<file path="config.mk">
export PLATFORM = sky130hd
export DESIGN_NAME = pattern_match_one_mismatch
export DESIGN_NICKNAME = d
export VERILOG_FILES = /design/src/pmom_pkg.sv /design/src/pmom_cell.sv /design/src/pmom_out_buf.sv /design/src/pattern_match_one_mismatch.sv
export VERILOG_INCLUDE_DIRS = /design/src /design/src/src
export SDC_FILE = /design/constraint.sdc
export NUM_CORES = 1
export LEC_CHECK = 0
export BUFFER_PORTS_ARGS = -buffer_cell sky130_fd_sc_hd__buf_4
export CAP_MARGIN = 20
export CORE_UTILIZATION = 25
export DETAILED_ROUTE_END_ITERATION = 16
export HOLD_SLACK_MARGIN = 0.06
export MAX_ROUTING_LAYER = met4
export SYNTH_ARGS = -nofsm -noshare
export SYNTH_HDL_FRONTEND = slang
export SYNTH_SLANG_ARGS = --single-unit
</file>
<file path="constraint.sdc">
create_clock -name clock -period 80.4 [get_ports clock]
set_clock_uncertainty 0.2 [all_clocks]
set_input_delay 8.04 -clock clock [delete_from_list [all_inputs] [get_ports clock]]
set_output_delay 8.04 -clock clock [all_outputs]
set_load 0.01 [all_outputs]
</file>
<file path="src/pattern_match_one_mismatch_assert.svh">
// ----------------------------------------------------------------------------
// Assertion macros for pattern_match_one_mismatch
// Concurrent checks that compile away when SYNTHESIS is defined.
// ----------------------------------------------------------------------------
`ifndef PATTERN_MATCH_ONE_MISMATCH_ASSERT_SVH
`define PATTERN_MATCH_ONE_MISMATCH_ASSERT_SVH

`ifndef SYNTHESIS
`define PMOM_ASSERT(label, clk, rst, prop, msg) \
   label: assert property (@(posedge clk) disable iff (rst) prop) else $error(msg);
`define PMOM_ASSERT_NEVER(label, clk, rst, expr, msg) \
   label: assert property (@(posedge clk) disable iff (rst) !(expr)) else $error(msg);
`else
`define PMOM_ASSERT(label, clk, rst, prop, msg)
`define PMOM_ASSERT_NEVER(label, clk, rst, expr, msg)
`endif

`endif

</file>
<file path="src/pmom_pkg.sv">
// ----------------------------------------------------------------------------
// pmom_pkg
// Shared codes, defaults and types of the one-mismatch pattern matcher.
// ----------------------------------------------------------------------------
`default_nettype none

package pmom_pkg;

   localparam int MAX_PAT_DEFAULT  = 64;
   localparam int MAX_TEXT_DEFAULT = 65536;

   localparam logic [1:0] REQ_PATTERN = 2'd0;
   localparam logic [1:0] REQ_TEXT    = 2'd1;
   localparam logic [1:0] REQ_FINISH  = 2'd2;

   localparam logic KIND_POSITION = 1'b0;
   localparam logic KIND_COUNT    = 1'b1;

   localparam logic [1:0] ACC_SAT = 2'd2;

   typedef struct packed {
      logic load;
      logic step;
      logic clear;
   } cell_ctrl_type;

endpackage

`default_nettype wire

</file>
<file path="src/pmom_cell.sv">
// ----------------------------------------------------------------------------
// pmom_cell
// One comparator cell: holds a pattern byte and the mismatch count of the
// candidate window passing through it.
// ----------------------------------------------------------------------------
`default_nettype none

module pmom_cell (
   input  wire logic                  clock,
   input  wire logic                  reset,
   input  wire pmom_pkg::cell_ctrl_type ctrl,
   input  wire logic [7:0]            text_char,
   input  wire logic [7:0]            pat_prev,
   input  wire logic                  used_prev,
   input  wire logic [1:0]            acc_from_next,
   output logic      [7:0]            pat_q,
   output logic                       used_q,
   output logic      [1:0]            acc_q,
   output logic      [1:0]            acc_sum
);
   import pmom_pkg::*;

   logic [7:0] pat_ff;
   logic       used_ff;
   logic [1:0] acc_ff;
   logic       mismatch;

   assign mismatch = (text_char != pat_ff);
   assign acc_sum  = (acc_from_next == ACC_SAT) ? ACC_SAT
                                                : acc_from_next + {1'b0, mismatch};

   always_ff @(posedge clock) begin
      if (ctrl.load) begin
         pat_ff <= pat_prev;
      end
      if (ctrl.step) begin
         acc_ff <= acc_sum;
      end
   end

   always_ff @(posedge clock) begin
      if (reset || ctrl.clear) begin
         used_ff <= 1'b0;
      end else if (ctrl.load) begin
         used_ff <= used_prev;
      end
   end

   assign pat_q  = pat_ff;
   assign used_q = used_ff;
   assign acc_q  = used_ff ? acc_ff : 2'd0;

endmodule

`default_nettype wire

</file>
<file path="src/pmom_out_buf.sv">
// ----------------------------------------------------------------------------
// pmom_out_buf
// Two-entry result buffer: output register plus skid register.
// ----------------------------------------------------------------------------
`default_nettype none

module pmom_out_buf #(
   parameter int DATA_W = 18
) (
   input  wire logic              clock,
   input  wire logic              reset,
   input  wire logic              push,
   input  wire logic [DATA_W-1:0] push_data,
   output logic                   full,
   output logic                   out_valid,
   output logic      [DATA_W-1:0] out_data,
   input  wire logic              out_stall
);

   logic              head_valid_ff, head_valid_in;
   logic              skid_valid_ff, skid_valid_in;
   logic [DATA_W-1:0] head_ff, head_in;
   logic [DATA_W-1:0] skid_ff, skid_in;
   logic              pop;

   assign pop = head_valid_ff && !out_stall;

   always_comb begin
      head_valid_in = head_valid_ff;
      skid_valid_in = skid_valid_ff;
      head_in       = head_ff;
      skid_in       = skid_ff;
      if (pop || !head_valid_ff) begin
         if (skid_valid_ff) begin
            head_in       = skid_ff;
            head_valid_in = 1'b1;
            skid_in       = push_data;
            skid_valid_in = push;
         end else begin
            head_in       = push_data;
            head_valid_in = push;
         end
      end else if (push) begin
         skid_in       = push_data;
         skid_valid_in = 1'b1;
      end
   end

   always_ff @(posedge clock) begin
      if (reset) begin
         head_valid_ff <= 1'b0;
         skid_valid_ff <= 1'b0;
      end else begin
         head_valid_ff <= head_valid_in;
         skid_valid_ff <= skid_valid_in;
      end
   end

   always_ff @(posedge clock) begin
      head_ff <= head_in;
      skid_ff <= skid_in;
   end

   assign full      = skid_valid_ff;
   assign out_valid = head_valid_ff;
   assign out_data  = head_ff;

endmodule

`default_nettype wire

</file>
<file path="src/pattern_match_one_mismatch.sv">
// Each result item is registered into the output buffer's head or skid entry.
// Throughput: one item per cycle while req_stall is low; every cell of the
// comparator row updates in the same cycle a text byte is taken.
// A two-entry output buffer holds results; req_stall rises only when it is full.
// Reset clears counters, match total and the cells' in-use flags at once.
// ----------------------------------------------------------------------------
// pattern_match_one_mismatch
// Streams text through a row of comparator cells and reports every window
// that differs from the pattern in at most one byte, and each query's total.
// ----------------------------------------------------------------------------
`default_nettype none

`include "pattern_match_one_mismatch_assert.svh"

module pattern_match_one_mismatch #(
   parameter int MAX_PAT  = pmom_pkg::MAX_PAT_DEFAULT,
   parameter int MAX_TEXT = pmom_pkg::MAX_TEXT_DEFAULT
) (
   input  wire logic                           clock,
   input  wire logic                           reset,
   input  wire logic                           req_valid,
   output logic                                req_stall,
   input  wire logic [1:0]                     req_type,
   input  wire logic [7:0]                     req_char_in,
   output logic                                rsp_valid,
   input  wire logic                           rsp_stall,
   output logic                                rsp_result_kind,
   output logic      [$clog2(MAX_TEXT+1)-1:0]  rsp_result_value
);
   import pmom_pkg::*;

   localparam int LEN_W  = $clog2(MAX_PAT + 1);
   localparam int SEEN_W = $clog2(MAX_TEXT + 1);
   localparam int CMP_W  = (SEEN_W > LEN_W) ? SEEN_W : LEN_W;
   localparam int DATA_W = SEEN_W + 1;

   logic              accept;
   logic              is_pattern, is_text, is_finish;
   logic              text_started;
   cell_ctrl_type     ctrl;

   logic [LEN_W-1:0]  pat_len_ff, pat_len_in;
   logic [SEEN_W-1:0] seen_ff, seen_in;
   logic [SEEN_W-1:0] total_ff, total_in;
   logic              over_ff, over_in;

   logic [7:0]        pat_q   [MAX_PAT];
   logic              used_q  [MAX_PAT];
   logic [1:0]        acc_q   [MAX_PAT];
   logic [1:0]        acc_head;

   logic              window_full;
   logic              hit;
   logic [CMP_W-1:0]  pos_wide;
   logic [SEEN_W-1:0] pos;
   logic              push;
   logic [DATA_W-1:0] push_data;
   logic [DATA_W-1:0] out_data;

   assign accept     = req_valid && !req_stall;
   assign is_pattern = accept && (req_type == REQ_PATTERN);
   assign is_text    = accept && (req_type == REQ_TEXT);
   assign is_finish  = accept && (req_type == REQ_FINISH);

   assign text_started = (seen_ff != '0) || over_ff;

   assign ctrl.load  = is_pattern && !text_started && (pat_len_ff < LEN_W'(MAX_PAT));
   assign ctrl.step  = is_text;
   assign ctrl.clear = is_finish;

   genvar k;
   generate
      for (k = 0; k < MAX_PAT; k++) begin : g_cell
         logic [7:0] pat_prev;
         logic       used_prev;
         logic [1:0] acc_from_next;
         logic [1:0] acc_sum;

         if (k == 0) begin : g_first
            assign pat_prev  = req_char_in;
            assign used_prev = 1'b1;
            assign acc_head  = acc_sum;
         end else begin : g_rest
            assign pat_prev  = pat_q[k-1];
            assign used_prev = used_q[k-1];
         end

         if (k == MAX_PAT - 1) begin : g_last
            assign acc_from_next = 2'd0;
         end else begin : g_inner
            assign acc_from_next = acc_q[k+1];
         end

         pmom_cell u_cell (
            .clock         (clock),
            .reset         (reset),
            .ctrl          (ctrl),
            .text_char     (req_char_in),
            .pat_prev      (pat_prev),
            .used_prev     (used_prev),
            .acc_from_next (acc_from_next),
            .pat_q         (pat_q[k]),
            .used_q        (used_q[k]),
            .acc_q         (acc_q[k]),
            .acc_sum       (acc_sum)
         );
      end
   endgenerate

   always_comb begin
      seen_in = seen_ff;
      over_in = over_ff;
      if (is_text) begin
         if (seen_ff == SEEN_W'(MAX_TEXT)) begin
            over_in = 1'b1;
         end else begin
            seen_in = seen_ff + 1'b1;
         end
      end
   end

   assign window_full = over_in || (CMP_W'(seen_in) >= CMP_W'(pat_len_ff));
   assign hit = is_text && (pat_len_ff != '0) && window_full && (acc_head < ACC_SAT);

   assign pos_wide = CMP_W'(seen_in) - CMP_W'(pat_len_ff) + 1'b1;
   assign pos      = over_in ? SEEN_W'(MAX_TEXT) : pos_wide[SEEN_W-1:0];

   always_comb begin
      pat_len_in = pat_len_ff;
      total_in   = total_ff;
      if (ctrl.load) begin
         pat_len_in = pat_len_ff + 1'b1;
      end
      if (hit && (total_ff != SEEN_W'(MAX_TEXT))) begin
         total_in = total_ff + 1'b1;
      end
      if (is_finish) begin
         pat_len_in = '0;
         total_in   = '0;
      end
   end

   always_ff @(posedge clock) begin
      if (reset || is_finish) begin
         seen_ff <= '0;
         over_ff <= 1'b0;
      end else begin
         seen_ff <= seen_in;
         over_ff <= over_in;
      end
   end

   always_ff @(posedge clock) begin
      if (reset) begin
         pat_len_ff <= '0;
         total_ff   <= '0;
      end else begin
         pat_len_ff <= pat_len_in;
         total_ff   <= total_in;
      end
   end

   assign push      = hit || is_finish;
   assign push_data = is_finish ? {KIND_COUNT, total_ff} : {KIND_POSITION, pos};

   pmom_out_buf #(
      .DATA_W (DATA_W)
   ) u_out_buf (
      .clock     (clock),
      .reset     (reset),
      .push      (push),
      .push_data (push_data),
      .full      (req_stall),
      .out_valid (rsp_valid),
      .out_data  (out_data),
      .out_stall (rsp_stall)
   );

   assign rsp_result_kind  = out_data[DATA_W-1];
   assign rsp_result_value = out_data[SEEN_W-1:0];

   `PMOM_ASSERT(a_finish_gives_item, clock, reset, is_finish |=> rsp_valid, "finish produced no item")
   `PMOM_ASSERT(a_stall_only_when_held, clock, reset, req_stall |-> rsp_valid, "stall without pending item")
   `PMOM_ASSERT_NEVER(a_pat_len_range, clock, reset, pat_len_ff > LEN_W'(MAX_PAT), "pattern length overrun")
   `PMOM_ASSERT_NEVER(a_seen_range, clock, reset, seen_ff > SEEN_W'(MAX_TEXT), "text count overrun")
   `PMOM_ASSERT(a_finish_clears, clock, reset, is_finish |=> (pat_len_ff == '0 && total_ff == '0), "finish did not clear query")

endmodule

`default_nettype wire

</file>
==> results.sh <==
export IMPL_vias=19340
export IMPL_placed_area_um2=37150
export IMPL_cts_htree_levels=3
export IMPL_drt_pass1_iterations=5
export IMPL_synth_top_family_by_area="XOR/XNOR gates"
export IMPL_drtIter0Drc=1303
export IMPL_start_util_pct=25.29
export IMPL_ys_flop_type="edfxtp_1"
export IMPL_synth_async_reset_ratio_pct=0
export IMPL_status="finished clean"
export IMPL_avgSynthCellArea_um2=13.52
export IMPL_num_rows=136
export IMPL_fmax_mhz=82.14
export IMPL_diodes=0
export IMPL_period_share_pct=15.14
export IMPL_synth_seq_cells=781
export IMPL_routed_wl_mm=68.46
export IMPL_crit_path_end_kind="flop"
export IMPL_path_class="primary input to flop"
export IMPL_power_leakage_nw=13.17
export IMPL_cts_root_buf="clkbuf_16"
export IMPL_die_y_um=375.4
export IMPL_yosys_area_top_type="edfxtp_1"
export IMPL_via_per_inst=4.321
export IMPL_coreArea_um2=137800
export IMPL_max_slew_margin_rel_pct=25.07
export IMPL_worstHoldPathType="flop to flop"
export IMPL_yosys_warnings=0
export IMPL_drive_above_1_share_pct=9.993
export IMPL_die_width_um=375.4
export IMPL_drc=0
export IMPL_ctsHoldBuffers=0
export IMPL_crit_required_ns=80.56
export IMPL_yosys_cell_count_top_type="edfxtp_1"
export IMPL_ant_nets=0
export IMPL_critPathTopFamily="simple AND/OR/NAND/NOR gates"
export IMPL_grt_pass1_vias=19530
export IMPL_critPathArrivalTime_ns=12.34
export IMPL_io_pins=34
export IMPL_synth_mux_area_share_pct=2.603
export IMPL_start_kind="primary input"
export IMPL_nFillCells=13800
export IMPL_cp_max_fo=74
export IMPL_grt_pass1_wl_mm=109.5
export IMPL_crit_chain="buf_4 -> inv_1 -> nand4_2 -> inv_6 -> and3_1 -> nand3_1 -> nor2_1 -> xnor2_1 -> ha_1 -> nand4_1 -> or4_1 -> nor4_2 -> or3_1 -> a21oi_1 -> a31oi_2 -> buf_8"
export IMPL_synth_fa_ha_area_share_pct=3.906
export IMPL_dp_hpwl_mm=41.70
export IMPL_crit_slowest_cell="inv_6"
export IMPL_grt_usage_pct=10.01
export IMPL_synthXorXnorAreaFrac_pct=13.69
export IMPL_synthCells=2578
export IMPL_ys_top_cells_by_count="673 x edfxtp_1, 514 x xor2_1, 359 x nand2_1"
export IMPL_finalWeightedCongestion=0.8239
export IMPL_cap_viol_max_count=0
export IMPL_dieArea_um2=140900
export IMPL_insertion_delay_ns=0.67
export IMPL_peakVddDrop_mv=0.01658
export IMPL_synth_simple_gate_area_share_pct=9.955
export IMPL_syn_num_nets=2699
export IMPL_synth_yosys_seq_area_share_pct=64.19
export IMPL_cts_tree="yes"
export IMPL_clockBufferDepth=3
export IMPL_powerDensity_nw_per_um2=21.91
export IMPL_tns_ns=0
export IMPL_cts_buffers_inserted=79
export IMPL_setup_viol=0
export IMPL_ctsResizeCount=0
export IMPL_period_needed_ns=12.17
export IMPL_post_cts_buffers=0
export IMPL_clock_sinks=781
export IMPL_synth_top_area_share_pct=57.99
export IMPL_crit_cells=16
export IMPL_synth_compound_area_share_pct=4.096
export IMPL_holdPathStages=0
export IMPL_crit_path_max_incr_delay_ns=0.58
export IMPL_antenna_found_initial=0
export IMPL_crit_buf_inv=4
export IMPL_rr_worst_depth=15
export IMPL_yosys_top_cells_area="edfxtp_1 58%, xor2_1 13%, dfxtp_1 6.2%"
export IMPL_syn2layout_area_growth_pct=14.48
export IMPL_yosysUniqueCellTypes=63
export IMPL_port_buffers=33
export IMPL_clk_pin_slew_worst_paths_ns=0.06
export IMPL_worst_pin_slew_ns=1.117
export IMPL_nets=2737
export IMPL_wire_per_inst_um=15.30
export IMPL_grt_overflow=0
export IMPL_grt_max_degree=185
export IMPL_synth_edff_count=673
export IMPL_grt_setup_unrepaired="false"
export IMPL_finish_instance_area_um2=39900
export IMPL_syn_cell_area_um2=34850
export IMPL_hold_violations=0
export IMPL_maxSlewViolCount=0
layer usage:
| metal | up-vias | GRT usage [%] | part of all wire [%] |
|---|---|---|---|
| met5 | - | - | 0 |
| met4 | 0 | 2.950 | 2.2 |
| met3 | 98 | 1.848 | 3.9 |
| met2 | 304 | 15.25 | 45 |
| met1 | 9605 | 13.49 | 49 |
| li1 | 9332 | - | - |
cells by family after synthesis:
kind of cell / after synthesis
XOR/XNOR: 544
flip-flops: 781
multiplexers: 81
AO/OA/AOI/OAI: 225
AND/OR/NAND/NOR: 703
adder cells (fa/ha/maj): 107
buffers and inverters: 137
worst reg2reg max path, stage by stage (launching register included):
cell and delay (ns):
dfxtp_1 0.39, inv_2 0.38, nand4_2 0.29, inv_6 0.58, and3_1 0.41, nand3_1 0.17
nor2_1 0.17, xnor2_1 0.28, ha_1 0.26, nand4_1 0.08, or4_1 0.50, nor4_2 0.27
or3_1 0.37, a21oi_1 0.19, a31oi_2 0.42, buf_8 0.22
per-stage QoR:
step / hold slack, ns / cells / utilization [%] / setup WS, ns / power, mW
final: 0.2486 / 4476 / 28.95 / 68.23 / 0.8742
after global routing: 0.2529 / 4476 / 28.95 / 67.87 / 0.9053
after CTS: 0.2424 / 4475 / 28.93 / 67.82 / 0.8868
after detailed placement: 0.2466 / 4328 / 26.95 / 67.12 / 0.4991
after global placement: 0.2414 / 4327 / 26.95 / 67.17 / 0.4987
after floorplan: 0.2273 / 2578 / - / 21.12 / 0.5021
cells in the final DEF, fill, tap and decap left out, drive strengths merged, types with 26 or more instances in the layout:
cell and n:
edfxtp 673, xor2 514, nand2 359, nor4 138, clkbuf 114, dfxtp 108
ha 104, a21oi 89, mux2 77, and2 72, o21a 63, buf 52
inv 43, nor2 42, xnor2 30, o21ai 26
registers in the layout (all words and copies together), names as in the netlist:
name,flops
g_cell.u_cell.used_q,64
over_ff,1
u_out_buf.skid_ff,18
g_cell.u_cell.acc_ff,125
u_out_buf.out_valid,1
u_out_buf.out_data,18
pat_len_ff,7
total_ff,17
g_cell.u_cell.pat_q,512
seen_ff,17
u_out_buf.full,1
layout make-up:
| type | instances | area, um^2 | area share, % |
|---|---|---|---|
| Clock buffer | 114 | 2250 | 5.639 |
| Clock inverter | 33 | 480.5 | 1.204 |
| Inverter | 42 | 162.7 | 0.4077 |
| Multi-Input combinational cell | 1660 | 11960 | 29.98 |
| Sequential cell | 781 | 22370 | 56.07 |
| Tap cell | 1794 | 2245 | 5.626 |
| Timing Repair Buffer | 52 | 426.7 | 1.069 |
where the power goes:
part           switching (mW)  internal [mW]
combinational          0.0247         0.0115
sequential            0.00541          0.448
clock                   0.161          0.223
total                   0.191          0.683
final timing paths:
check | start | to | slack, ns
max | req_type[1] | u_out_buf.skid_ff[9]$_DFFE_PP_ | 68.23
min | g_cell[61].u_cell.pat_q[3]$_DFFE_PP_ | g_cell[62].u_cell.pat_q[3]$_DFFE_PP_ | 0.25
max reg2reg | u_out_buf.full$_SDFFE_PP0P_ | u_out_buf.skid_ff[9]$_DFFE_PP_ | 74.92
min reg2reg | g_cell[61].u_cell.pat_q[3]$_DFFE_PP_ | g_cell[62].u_cell.pat_q[3]$_DFFE_PP_ | 0.25
No activity file was read; power rests on OpenSTA's default activity.
